$ cat src/rtl/bsa_pkg.sv
// Shared types, opcodes and constants of the 16-bit bit-slice ALU.
package bsa_pkg;

	localparam int NUM_REGS_DEF = 16;
	localparam int WORD_W       = 16;
	localparam int IDX_W        = 4;
	localparam int INSTR_W      = 9;

	typedef logic [WORD_W-1:0]  word_t;
	typedef logic [IDX_W-1:0]   idx_t;
	typedef logic [INSTR_W-1:0] instr_t;

	// Operand pair (R,S)
	typedef enum logic [2:0] {
		SRC_AQ, SRC_AB, SRC_ZQ, SRC_ZB, SRC_ZA, SRC_DA, SRC_DQ, SRC_DZ
	} src_t;

	typedef enum logic [2:0] {
		FN_ADD, FN_SUBR, FN_SUBS, FN_OR, FN_AND, FN_NOTRS, FN_XOR, FN_XNOR
	} fn_t;

	typedef enum logic [2:0] {
		DST_QREG, DST_NOP, DST_RAMA, DST_RAMF, DST_RAMQD, DST_RAMD, DST_RAMQU, DST_RAMU
	} dst_t;

	localparam logic RAM_SHIFT_IN_DOWN = 1'b1;
	localparam logic Q_SHIFT_IN_DOWN   = 1'b0;
	localparam logic SHIFT_IN_UP       = 1'b0;

	// Write-back request from the execute logic
	typedef struct packed {
		logic  rf_we;
		logic  q_we;
		word_t rf_data;
		word_t q_data;
	} wb_t;

endpackage

$ cat src/rtl/bsa_if.sv
// Valid/ready channel interfaces for microinstructions and results.
interface bsa_cmd_if;
	logic          valid;
	logic          ready;
	bsa_pkg::instr_t instruction;
	bsa_pkg::idx_t a_index;
	bsa_pkg::idx_t b_index;
	bsa_pkg::word_t direct_data;
	logic          carry_in;

	modport source (output valid, instruction, a_index, b_index, direct_data, carry_in,
		input ready);
	modport sink (input valid, instruction, a_index, b_index, direct_data, carry_in,
		output ready);
endinterface

interface bsa_res_if;
	logic           valid;
	logic           ready;
	bsa_pkg::word_t alu_result;
	bsa_pkg::word_t y_out;

	modport source (output valid, alu_result, y_out, input ready);
	modport sink (input valid, alu_result, y_out, output ready);
endinterface

$ cat src/rtl/bsa_ram.sv
// Generic synchronous RAM: one write port, two registered read ports.
module bsa_ram #(
	parameter int WIDTH = 16,
	parameter int DEPTH = 16
) (
	input  logic                     clk,
	input  logic                     we,
	input  logic [$clog2(DEPTH)-1:0] waddr,
	input  logic [WIDTH-1:0]         wdata,
	input  logic                     re,
	input  logic [$clog2(DEPTH)-1:0] raddr_a,
	input  logic [$clog2(DEPTH)-1:0] raddr_b,
	output logic [WIDTH-1:0]         rdata_a,
	output logic [WIDTH-1:0]         rdata_b
);
	logic [WIDTH-1:0] mem [DEPTH];

	always_ff @(posedge clk) begin
		if (we) begin
			mem[waddr] <= wdata;
		end
		// hold read data when no read is issued
		if (re) begin
			rdata_a <= mem[raddr_a];
			rdata_b <= mem[raddr_b];
		end
	end
endmodule

$ cat src/rtl/bsa_alu.sv
// Operand select, ALU function and destination decode of one microinstruction.
module bsa_alu (
	input  bsa_pkg::instr_t instr,
	input  bsa_pkg::word_t  ra,
	input  bsa_pkg::word_t  rb,
	input  bsa_pkg::word_t  q,
	input  bsa_pkg::word_t  d,
	input  logic            c,
	output bsa_pkg::word_t  f,
	output bsa_pkg::word_t  y,
	output bsa_pkg::wb_t    wb
);
	import bsa_pkg::*;

	word_t r, s;
	logic [WORD_W:0] sum;

	always_comb begin
		case (src_t'(instr[2:0]))
			SRC_AQ: begin r = ra; s = q; end
			SRC_AB: begin r = ra; s = rb; end
			SRC_ZQ: begin r = '0; s = q; end
			SRC_ZB: begin r = '0; s = rb; end
			SRC_ZA: begin r = '0; s = ra; end
			SRC_DA: begin r = d; s = ra; end
			SRC_DQ: begin r = d; s = q; end
			default: begin r = d; s = '0; end
		endcase
	end

	always_comb begin
		sum = '0;
		case (fn_t'(instr[5:3]))
			FN_ADD: begin
				sum = {1'b0, r} + {1'b0, s} + {{WORD_W{1'b0}}, c};
				f = sum[WORD_W-1:0];
			end
			FN_SUBR: begin
				sum = {1'b0, ~r} + {1'b0, s} + {{WORD_W{1'b0}}, c};
				f = sum[WORD_W-1:0];
			end
			FN_SUBS: begin
				sum = {1'b0, r} + {1'b0, ~s} + {{WORD_W{1'b0}}, c};
				f = sum[WORD_W-1:0];
			end
			FN_OR:    f = r | s;
			FN_AND:   f = r & s;
			FN_NOTRS: f = ~r & s;
			FN_XOR:   f = r ^ s;
			default:  f = ~(r ^ s);
		endcase
	end

	always_comb begin
		y          = f;
		wb.rf_we   = 1'b1;
		wb.q_we    = 1'b0;
		wb.rf_data = f;
		wb.q_data  = f;
		case (dst_t'(instr[8:6]))
			DST_QREG: begin
				wb.rf_we = 1'b0;
				wb.q_we  = 1'b1;
			end
			DST_NOP: wb.rf_we = 1'b0;
			DST_RAMA: y = ra;
			DST_RAMF: ;
			DST_RAMQD: begin
				wb.rf_data = {RAM_SHIFT_IN_DOWN, f[WORD_W-1:1]};
				wb.q_we    = 1'b1;
				wb.q_data  = {Q_SHIFT_IN_DOWN, q[WORD_W-1:1]};
			end
			DST_RAMD: wb.rf_data = {RAM_SHIFT_IN_DOWN, f[WORD_W-1:1]};
			DST_RAMQU: begin
				wb.rf_data = {f[WORD_W-2:0], SHIFT_IN_UP};
				wb.q_we    = 1'b1;
				wb.q_data  = {q[WORD_W-2:0], SHIFT_IN_UP};
			end
			default: wb.rf_data = {f[WORD_W-2:0], SHIFT_IN_UP};
		endcase
	end
endmodule

$ cat src/rtl/bit_slice_alu_16bit.sv
// Top level of the 16-bit bit-slice ALU with register file and Q register.
//
// cmd carries one microinstruction per transaction: instruction (destination,
// function, source pair), A and B register indices, direct data and carry in.
// res returns one transaction per microinstruction: F and Y.
// The register file lives in a RAM with two registered read ports. A and B
// are read in the cycle an item is accepted; when execute may advance, it
// selects operands, computes F and writes Q, register B or both back while
// loading the output register. The item passes the execute register and the
// output register before res.valid rises.
// Throughput is one item per cycle while res does not stall: the RAM read of
// the next item overlaps the write-back of the current one, and a bypass
// register supplies the value just written when the indices collide.
// Reset clears Q and the valid flags (execute, bypass, output, one per entry);
// an entry never written since reset reads as zero, so no clearing pass runs.
// When res stalls, one item waits in execute and one in the output register;
// cmd.ready then drops until res takes a transaction.
module bit_slice_alu_16bit #(
	parameter int NUM_REGISTERS = bsa_pkg::NUM_REGS_DEF
) (
	input logic clk,
	input logic arst_n,
	bsa_cmd_if.sink   cmd,
	bsa_res_if.source res
);
	import bsa_pkg::*;

	localparam int AddrW = $clog2(NUM_REGISTERS);

	logic                 accept;
	logic                 adv;
	logic                 rf_we;
	word_t                rdata_a, rdata_b;
	word_t                ra, rb, f, y;
	wb_t                  wb;

	logic                 v_s1;
	instr_t               instr_s1;
	logic [AddrW-1:0]     a_s1, b_s1;
	word_t                d_s1;
	logic                 c_s1;
	logic                 va_s1, vb_s1;

	logic [NUM_REGISTERS-1:0] vld_q;
	logic                 wr_vld_q;
	logic [AddrW-1:0]     wr_addr_q;
	word_t                wr_data_q;
	word_t                q_q;

	logic                 out_vld_q;
	word_t                out_f_q, out_y_q;

	assign adv       = v_s1 && (!out_vld_q || res.ready);
	assign cmd.ready = !v_s1 || adv;
	assign accept    = cmd.valid && cmd.ready;
	assign rf_we     = adv && wb.rf_we;

	bsa_ram #(
		.WIDTH (WORD_W),
		.DEPTH (NUM_REGISTERS)
	) u_rf (
		.clk     (clk),
		.we      (rf_we),
		.waddr   (b_s1),
		.wdata   (wb.rf_data),
		.re      (accept),
		.raddr_a (cmd.a_index[AddrW-1:0]),
		.raddr_b (cmd.b_index[AddrW-1:0]),
		.rdata_a (rdata_a),
		.rdata_b (rdata_b)
	);

	// bypass the previous write, else unwritten entries read as zero
	always_comb begin
		if (wr_vld_q && wr_addr_q == a_s1) begin
			ra = wr_data_q;
		end else begin
			ra = va_s1 ? rdata_a : '0;
		end
		if (wr_vld_q && wr_addr_q == b_s1) begin
			rb = wr_data_q;
		end else begin
			rb = vb_s1 ? rdata_b : '0;
		end
	end

	bsa_alu u_alu (
		.instr (instr_s1),
		.ra    (ra),
		.rb    (rb),
		.q     (q_q),
		.d     (d_s1),
		.c     (c_s1),
		.f     (f),
		.y     (y),
		.wb    (wb)
	);

	always_ff @(posedge clk or negedge arst_n) begin
		if (!arst_n) begin
			v_s1      <= 1'b0;
			vld_q     <= '0;
			wr_vld_q  <= 1'b0;
			q_q       <= '0;
			out_vld_q <= 1'b0;
		end else begin
			if (accept) begin
				v_s1 <= 1'b1;
			end else if (adv) begin
				v_s1 <= 1'b0;
			end
			if (adv) begin
				wr_vld_q <= wb.rf_we;
				if (wb.rf_we) begin
					vld_q[b_s1] <= 1'b1;
				end
				if (wb.q_we) begin
					q_q <= wb.q_data;
				end
			end
			if (adv) begin
				out_vld_q <= 1'b1;
			end else if (res.ready) begin
				out_vld_q <= 1'b0;
			end
		end
	end

	always_ff @(posedge clk) begin
		if (accept) begin
			instr_s1 <= cmd.instruction;
			a_s1     <= cmd.a_index[AddrW-1:0];
			b_s1     <= cmd.b_index[AddrW-1:0];
			d_s1     <= cmd.direct_data;
			c_s1     <= cmd.carry_in;
			va_s1    <= vld_q[cmd.a_index[AddrW-1:0]];
			vb_s1    <= vld_q[cmd.b_index[AddrW-1:0]];
		end
		if (adv) begin
			wr_addr_q <= b_s1;
			wr_data_q <= wb.rf_data;
			out_f_q   <= f;
			out_y_q   <= y;
		end
	end

	assign res.valid      = out_vld_q;
	assign res.alu_result = out_f_q;
	assign res.y_out      = out_y_q;

	a_ready_when_out_empty: assert property (@(posedge clk) disable iff (!arst_n)
		!res.valid |-> cmd.ready)
		else $error("cmd.ready low with an empty output register");

	a_stall_blocks_input: assert property (@(posedge clk) disable iff (!arst_n)
		(accept && res.valid && !res.ready) |=> (res.ready || !cmd.ready))
		else $error("second item taken while output stalled");

	a_written_entry_valid: assert property (@(posedge clk) disable iff (!arst_n)
		rf_we |=> vld_q[$past(b_s1)])
		else $error("register write left entry marked unwritten");

endmodule
$ cat src/flat_wrapper.sv
// flat-port wrapper written by rule: the top's interface ports become plain ports
module bit_slice_alu_16bit_flat import bsa_pkg::*;
#(
	parameter int NUM_REGISTERS = bsa_pkg::NUM_REGS_DEF
)
  (clk, arst_n, cmd_valid, cmd_instruction, cmd_a_index, cmd_b_index, cmd_direct_data, cmd_carry_in, cmd_ready, res_valid, res_alu_result, res_y_out, res_ready);
  bsa_cmd_if cmd_i ();
  bsa_res_if res_i ();
  input logic clk;
  input logic arst_n;
  input wire logic [$bits(cmd_i.valid)-1:0] cmd_valid;
  input wire logic [$bits(cmd_i.instruction)-1:0] cmd_instruction;
  input wire logic [$bits(cmd_i.a_index)-1:0] cmd_a_index;
  input wire logic [$bits(cmd_i.b_index)-1:0] cmd_b_index;
  input wire logic [$bits(cmd_i.direct_data)-1:0] cmd_direct_data;
  input wire logic [$bits(cmd_i.carry_in)-1:0] cmd_carry_in;
  output wire logic [$bits(cmd_i.ready)-1:0] cmd_ready;
  output wire logic [$bits(res_i.valid)-1:0] res_valid;
  output wire logic [$bits(res_i.alu_result)-1:0] res_alu_result;
  output wire logic [$bits(res_i.y_out)-1:0] res_y_out;
  input wire logic [$bits(res_i.ready)-1:0] res_ready;
  assign cmd_i.valid = cmd_valid;
  assign cmd_i.instruction = cmd_instruction;
  assign cmd_i.a_index = cmd_a_index;
  assign cmd_i.b_index = cmd_b_index;
  assign cmd_i.direct_data = cmd_direct_data;
  assign cmd_i.carry_in = cmd_carry_in;
  assign cmd_ready = cmd_i.ready;
  assign res_valid = res_i.valid;
  assign res_alu_result = res_i.alu_result;
  assign res_y_out = res_i.y_out;
  assign res_i.ready = res_ready;
  bit_slice_alu_16bit #(.NUM_REGISTERS(NUM_REGISTERS)) u_core (.clk(clk), .arst_n(arst_n), .cmd(cmd_i), .res(res_i));
endmodule
$ cat config.mk
export PLATFORM = sky130hd
export DESIGN_NAME = bit_slice_alu_16bit_flat
export DESIGN_NICKNAME = d
export VERILOG_FILES = /design/src/rtl/bsa_pkg.sv /design/src/rtl/bsa_if.sv /design/src/rtl/bsa_ram.sv /design/src/rtl/bsa_alu.sv /design/src/rtl/bit_slice_alu_16bit.sv /design/src/flat_wrapper.sv
export SDC_FILE = /design/constraint.sdc
export NUM_CORES = 1
export LEC_CHECK = 0
export CORE_MARGIN = 5
export CORE_UTILIZATION = 55
export CTS_BUF_LIST = sky130_fd_sc_hd__clkbuf_8
export DETAILED_ROUTE_END_ITERATION = 10
export DONT_BUFFER_PORTS = 1
export GPL_ROUTABILITY_DRIVEN = 0
export HOLD_SLACK_MARGIN = 0.06
export PLACE_DENSITY = 0.78
export SLEW_MARGIN = 15
export SYNTH_ARGS = -nofsm -noshare
export SYNTH_HDL_FRONTEND = slang
export SYNTH_HIERARCHICAL = 1
export SYNTH_SLANG_ARGS = --single-unit
$ cat constraint.sdc
create_clock -name clk -period 8.9 [get_ports clk]
set_input_delay 0.89 -clock clk [delete_from_list [all_inputs] [get_ports clk]]
set_output_delay 0.89 -clock clk [all_outputs]
set_load 0.1 [all_outputs]
### After elaboration in Yosys (flattened, before gate mapping)

Memories as Yosys holds them, arrays and structs flattened. A register that Yosys moved wholly into a read port is not among the register bits.
Cells that the tools add are included.

* add/subtract/negate cells: 6
* $lt $le $gt $ge: 4
* equal/unequal tests: 20
* multiplexer cells: 24
* bitwise gates (word level): 9
* reductions and logical operators: 26

Operators by type and width (count)
* $pmux 16 s7: 1
* $pmux 16 s2: 3
* $mux 16: 5
* $add 16x1->16: 3
* $add 16x16->16: 3
* $not 16->16: 3
* $pmux 16 s3: 1
* $and 16x16->16: 2
* $or 16x16->16: 2
* $eq 3x3->1 const B: 9
* $eq 3x2->1 const B: 6
* $xor 16x16->16: 1
* $lt 4x5->1 const B: 3
* $mux 1: 11
* $reduce_or 2->1: 5
* $eq 3x1->1 const B: 3
* $logic_not 3->1: 3
* $reduce_or 3->1: 3
* $bmux 1 s4: 2
* $eq 4x4->1: 2
* $logic_and 1x1->1: 6
* $demux 1 s4: 1
* $ge 4x1->1 const B: 1
* $reduce_and 2->1: 2
* other kinds (5): 8

* bits in registers: 123
* RAM bits: 256
* logic and storage cells: 106
* memories: 1

Memories
* u_core.u_rf.mem: depth 16, width 16, rd ports 2, clocked after Yosys merged registers in 2, write ports 1, RTL line bsa_ram.sv:16 `logic [WIDTH-1:0] mem [DEPTH];`

### Longest topological paths before layout

Gate-level depths: netlist of run 1.

* depth in word-level cells: 9
* depth in mapped cells: 22

### By module

The synthesis of run 1 kept the hierarchy.

By module, submodules not included
* bsa_ram: times used 1, cells an instance 585, area each 12689.7 sq um, seq. area each 8648.3 sq um
* bsa_alu: times used 1, cells an instance 747, area each 4942.2 sq um, seq. area each 0.0 sq um
* bit_slice_alu_16bit: times used 1, cells an instance 293, area each 4878.4 sq um, seq. area each 3518.4 sq um

### Worst setup path before layout of run 1

Ideal clock, no wire load.

* path type: register to register
* start: reg u_core.b_s1[3]
* end: mem u_core.u_rf.mem[0][9] (data pin)
* library setup time: 0.364 ns
* data arrival time: 5.040 ns
* slack: 3.496 ns
* stages on the path, launching flop included: 18
* path buffers: 1
* cells stage by stage: edfxtp_1 > buf_6 > xnor2_1 > nand3_1 > nor3_4 > mux2i_1 > a222oi_1 > inv_1 > ha_1 > nor2_1 > o311ai_1 > a211oi_1 > nor2_1 > xnor2_1 > a2111oi_2 > nor2_1 > o31a_1 > a222oi_1

RTL lines
* start, declared: RTL line bit_slice_alu_16bit.sv:39 `logic [AddrW-1:0] a_s1, b_s1;`
* start signal, assigned: RTL line bit_slice_alu_16bit.sv:133 `b_s1 <= cmd.b_index[AddrW-1:0];`
* end, declared: RTL line bsa_ram.sv:16

==> results of run 1 <==
-- state kept, by name, indices dropped and copies added (netlist names) --
register	count
u_core/vb_s1	1
u_core/wr_addr_q	4
u_core/res.alu_result	16
u_core/u_rf/rdata_b	16
u_core/b_s1	4
u_core/u_rf/rdata_a	16
u_core/q_q	16
u_core/va_s1	1
u_core/a_s1	4
u_core/wr_data_q	16
u_core/res.y_out	16
u_core/u_rf/mem	256
u_core/instr_s1	9
u_core/c_s1	1
u_core/v_s1	1
u_core/res.valid	1
u_core/wr_vld_q	1
u_core/vld_q	16
u_core/d_s1	16
-- logic make-up after synthesis --
kind of cell / share of synthesized area (%)
DFF: 54.0
AOI/OAI and AO/OA: 12.5
and+or+nand+nor: 7.05
muxes: 17.5
buffers and inverters: 4.17
adders and majority gates: 3.81
xor gates and xnor gates: 0.850
-- power by group --
group | total (mW) | switching, mW | internal (mW)
sequential | 2.77 | 0.342 | 2.42
clock | 1.50 | 0.733 | 0.767
combinational | 1.40 | 0.896 | 0.508
total | 5.67 | 1.97 | 3.70
-- worst max-delay path, cell delays in order, from the launching register on --
cell and delay [ns]:
edfxtp_1 0.59, xnor2_1 0.25, nand3_1 0.13, nor3_4 0.82, mux2i_1 0.17, a222oi_1 0.80
inv_1 0.27, ha_1 0.46, nor2_1 0.06, o221ai_1 0.36, a211oi_1 0.20, a2111oi_0 0.57
a221o_1 0.28, o2111ai_1 0.14, a31oi_2 0.34, nor2_1 0.10, a21oi_1 0.82
-- stage by stage --
| stage | hold slack (ns) | instance area (um2) | worst slack, ns | std cells |
|---|---|---|---|---|
| finish | 0.132 | 24200 | 2.20 | 2212 |
| global route | 0.127 | 24200 | 1.81 | 2212 |
| CTS | 0.115 | 24100 | 2.13 | 2212 |
| detailed placement | 0.460 | 22900 | 2.17 | 2097 |
| global placement | 0.451 | 22900 | 2.41 | 2097 |
| floorplan | 0.439 | 22500 | 3.50 | 1625 |
-- final cells by class --
cell class / instances / share of cell area, %
repair buffers: 42 / 1.36
clock inverters: 43 / 0.900
inverters: 88 / 1.37
clock buffers: 71 / 4.04
multi-input cells: 1025 / 39.3
well taps: 532 / 2.75
flip-flops and latches: 411 / 50.3
-- routing by layer --
| layer | part of all wire, % | GRT usage [%] | vias up |
|---|---|---|---|
| li1 | - | - | 6477 |
| met1 | 34 | 33.1 | 7706 |
| met2 | 49 | 45.5 | 1173 |
| met3 | 11 | 5.16 | 293 |
| met4 | 5.7 | 12.9 | 0 |
| met5 | 0 | 0 | - |
-- timing repair --
item | in CTS | in global routing
hold endpoints to repair | 35 | 0
hold buffers | 1 | 0
setup buffers | 0 | 0
-- worst paths after layout --
check | endpoint | start | slack, ns
max | u_core/u_rf/mem[13][15] | u_core/b_s1[0] | 2.20
min | u_core/wr_vld_q | arst_n | 0.13
max reg2reg | u_core/u_rf/mem[13][15] | u_core/b_s1[0] | 2.20
min reg2reg | u_core/vld_q[10] | u_core/vld_q[10] | 0.47
max in group asynchronous | u_core/vld_q[7] | arst_n | 8.57
min in group clk | u_core/d_s1[6] | cmd_direct_data[6] | 0.38
-- cell usage in the layout (no fill, tap or decap), drive strengths merged, types with 29 or more instances in the layout --
master / count
inv: 117
a22oi: 72
dfrtp: 35
o21ai: 58
edfxtp: 376
nor2: 92
ha: 59
nand2: 123
clkbuf: 71
a21oi: 71
mux2: 29
mux4: 136
buf: 42
mux2i: 46
==> results.md, run 1 <==
- Status: complete, but fails checks
- Failing checks: design-rule violations
- Wire per inst: 27.6 um
- # nets final: approximately 1,700
- Area growth syn-to-layout: 7.41%
- RSZ-0062 raised after global routing: no
- Initial Utilization: a little under three fifths
- Net Count, Synth: 1,728
- Drt first-iter violations: 2,200
- DR vias: 15,600
- Root Buffer: clkbuf_8
- Endpoints failing setup: 0
- Util after Layout: 59.5%
- Routed Antenna Nets: 0
- Core area: approximately 41,000 um2
- Final setup TNS: 0 ns
- Mapped cell area: approximately 23,000 um2
- Final Hold Viols: 0
- CTS tree: built
- #FFs+latches synth: 411
- Ys Warns: 6
- Yosys top cell area share: roughly 50%
- 1st-pass router iterations: 11
- Area of the multi-input gates: around 9500 um2
- First-pass GRT wire length: 91,800 um
- Chip Height: 212 um
- Netlist cell types: 93
- Crit path arrival time: roughly 7 ns
- Worst Max-Slew Pin Slew: between 1 and 1.5 ns
- Mean Syn Cell Area: 13.9 um2
- Register Area: 12,200 um2
- Leakage: roughly 8.6 nW
- Clk_skew: approximately 0.034 ns
- Die area: 45,100 um2
- Port Buffer Count: 0
- Startpoint class of the critical path: register
- Die W: 212 um
- Period utilisation layout: between 70% and 80%
- Clock latency at the later pin of the worst-skew pair: about 0.6 ns
- Clk sink count: just over 400
- Peak supply drop: about 0.10 mV
- H-tree depth: 3
- Cells after synthesis: 1,625
- Routed wire length: between 60,000 and 70,000 um
- Global route total overflow: 0
- Max-cap violation count: 0
- DRC errors left: 1
- Worst reg-to-reg path cell count: 16
- Initial antenna violation count: 0
- CP max FO: 17
- Max-slew headroom: about 19%
- Drt via density: 7.07
- Maximum clock insertion buffer count: 3
- Seq/Total Area, Yosys: 54.0%
- Antenna cells: 0
- Synth top cells by count: 376 x edfxtp_1, 122 x nand2_1, 110 x mux4_2
- EDFF count, synth: about 380
- GRT Util Overall: between 20% and 30%
- Ys async rst share: approximately 8.5%
- Number of global-route vias before repair: around 16,000
- CTS clk-pin slew, worst paths: 0.06 ns
- WS Path Type: reg -> reg
- Tmin final: around 6.7 ns
- Hold Crit Class: in -> async
- CP endpoint kind: register
- Largest net degree at the start of global routing: 70
- Post-DP HPWL: around 40,000 um
- Top-count cell post-synth: edfxtp_1
- Pwr dens: 234 nW/um2
- # resized after CTS: 0
- Top cells by area, synth: edfxtp_1 50%, mux4_2 11%, dfrtp_1 3.9%, ha_1 3.3%, mux4_1 2.8%
- Number of buffers created by CTS: 66
- # IOs: 72
- Power, Total: about 5.7 mW
- # rows: between 70 and 80
- Max Fclk: ~150 MHz
- Slew Viols, Final: 0
- Ys flop type: edfxtp_1
- Layout cells sized above 1: between 15 and 20%
- Critical Path RT: ~9 ns
- Synth area leader: edfxtp_1
- Fill cells: 2,954
(Power assumes the default switching activity.)
==> run 2, diff against run 1 <==
clock period = 6.5 ns   (was 8.9 ns; I/O delays follow)
==> results.md, run 2 (synthesized netlist as in run 1, its figures left out) <==
- Crit path arrival time: roughly 6.4 ns
- CP endpoint kind: register
- RSZ-0062 raised after global routing: no
- 1st-pass router iterations: 6
- Number of global-route vias before repair: 15,500
- Die W: about 210 um
- CTS clk-pin slew, worst paths: 0.07 ns
- Number of buffers created by CTS: 66
- First-pass GRT wire length: between 90,000 and 100,000 um
- Root Buffer: clkbuf_8
- CP peak stage delay: between 0.6 and 0.7 ns
- Initial Utilization: between 50% and 60%
- Post-DP HPWL: between 30,000 and 40,000 um
- Clock latency at the later pin of the worst-skew pair: 0.63 ns
- Seq pwr share: 47.9%
- CTS tree: built
- DR vias: 15,400
- Wire per inst: approximately 27 um
- Die area: about 45,000 um2
- Worst R2R Setup Slack: 0.42 ns
- Pwr dens: roughly 320 nW/um2
- Sw Pwr: 2.69 mW
- # nets final: ~1,800
- # rows: 74
- Startpoint class of the critical path: register
- Antenna cells: 0
- Routed Antenna Nets: 0
- WS Path Type: reg -> reg
- Postcts setup bufs: 0
- Fin cells: 2,228
- Internal power: around 5.2 mW
- GRT Util Overall: approximately a quarter
- Tmin final: approximately 6.1 ns
- Worst reg-to-reg path cell count: 15
- Period utilisation layout: 93.5%
- # IOs: 72
- DP Cell Count: approximately 2,100
- Maximum clock insertion buffer count: 3
- Endpoints failing setup: 0
- Hold EP: u_core/d_s1[12]
- Initial antenna violation count: 1
- Final Hold Viols: 0
- Worst Max-Slew Pin Slew: 1.26 ns
- Final setup TNS: 0 ns
- Core area: a little over 40,000 um2
- Commonest non-fill, non-tap cell in the layout: edfxtp_1
- Clk sink count: roughly 400
- Max Fclk: approximately 160 MHz
- Crit path depth: 15
- Switching Share: between 30 and 40%
- Global route total overflow: 0
- Slew Viols, Final: 0
- DRC errors left: 0
- Hold Crit Class: in -> reg
- Biggest register: u_core/u_rf/mem
- Reg2reg start: u_core/b_s1[2]
- HP Start: cmd_direct_data[12]
- Layout cells sized above 1: a little under a fifth
- Largest net degree at the start of global routing: 70
- Clk_skew: around 0.023 ns
- Worst hold path depth: 0
- Status: completed
- Max reg flops: roughly 260
- Cell breakdown of the critical path: xnor2_2 -> nand3_1 -> nor3_4 -> mux2i_1 -> a222oi_1 -> inv_1 -> ha_1 -> nand2b_1 -> a221oi_1 -> a21oi_1 -> a21o_1 -> a2111oi_2 -> nor2_1 -> o311a_4 -> a221o_1
- Drt first-iter violations: about 2,200
- Routed wire length: between 50,000 and 60,000 um
- RR Endpoint: u_core/u_rf/mem[3][12]
- H-tree depth: 3
- Combinational Power Share: between 20% and 30%
- Most frequent cells in the layout: 376 x edfxtp_1, 122 x nand2_1, 110 x mux4_2
- Clock Power Share: 27.4%
- CP delay by family, top: compound AO/OA/AOI/OAI gates
- Max-cap violation count: 0
- Max-slew headroom: ~16%
- Chip Height: approximately 210 um
- Port Buffer Count: 0
- Area growth syn-to-layout: 8.14%
- Leakage: 8.68 nW
- Peak supply drop: around 0.17 mV
- Critical Path RT: between 6 and 7 ns
- Slowest cell on the critical path: a222oi_1
- CP max FO: 17
- Worst path bufs/invs: 1
- Drt via density: 6.92
==> run 2: repair_timing <==
item	4_1_cts	5_1_grt
hold endpoints to repair	35	0
setup endpoints to repair	0	33
hold buffers	2	0
gates resized for setup	0	1
==> run 2: how the worst max path moves through the flow <==
stage	slack, ns	end	startpoint
after global routing	0.01	u_core/u_rf/mem[5][12]	u_core/b_s1[3]
after CTS	0.57	u_core/u_rf/mem[3][14]	u_core/b_s1[2]
after floorplan	1.10	u_core/u_rf/mem[0][9]	u_core/b_s1[3]
after global placement	0.73	u_core/u_rf/mem[1][12]	u_core/b_s1[3]
after detailed placement	0.61	u_core/u_rf/mem[1][14]	u_core/b_s1[2]
final	0.42	u_core/u_rf/mem[3][12]	u_core/b_s1[2]
==> run 2: per-layer routing <==
metal,vias to the layer above,wire (um),GRT usage [%]
li1,6500,-,-
met4,2,3350,14.3
met5,-,20,0
met1,7589,21100,32.8
met2,1079,29500,44.4
met3,237,5800,5.37
==> run 2: stage by stage <==
stage | total power, mW | hold WS (ns) | worst slack (ns) | cell area [um2] | util, %
floorplan | 5.14 | 0.354 | 1.10 | 22500 | -
global placement | 5.62 | 0.358 | 0.728 | 23000 | 56.7
detailed placement | 5.69 | 0.358 | 0.608 | 23000 | 56.7
CTS | 7.85 | 0.0789 | 0.572 | 24300 | 59.9
global route | 8.21 | 0.0806 | 0.00980 | 24300 | 59.9
finish | 7.88 | 0.122 | 0.425 | 24300 | 59.9
==> run 2: cell type report <==
class                   count  area [um2]
clock inverters            43         269
clock buffers              73        1000
inverters                  88         330
flip-flops and latches    411       12200
multi-input cells        1025        9470
well taps                 532         666
repair buffers             56         435
fillers                  2957       16300
==> run 2: power by group through the flow <==
stage,logic [mW],registers (mW),clock network (mW)
final,1.94,3.77,2.16
after floorplan,1.37,3.77,0
after global routing,2.08,3.79,2.33
after CTS,1.88,3.77,2.20
after global placement,1.81,3.82,0
after detailed placement,1.86,3.83,0
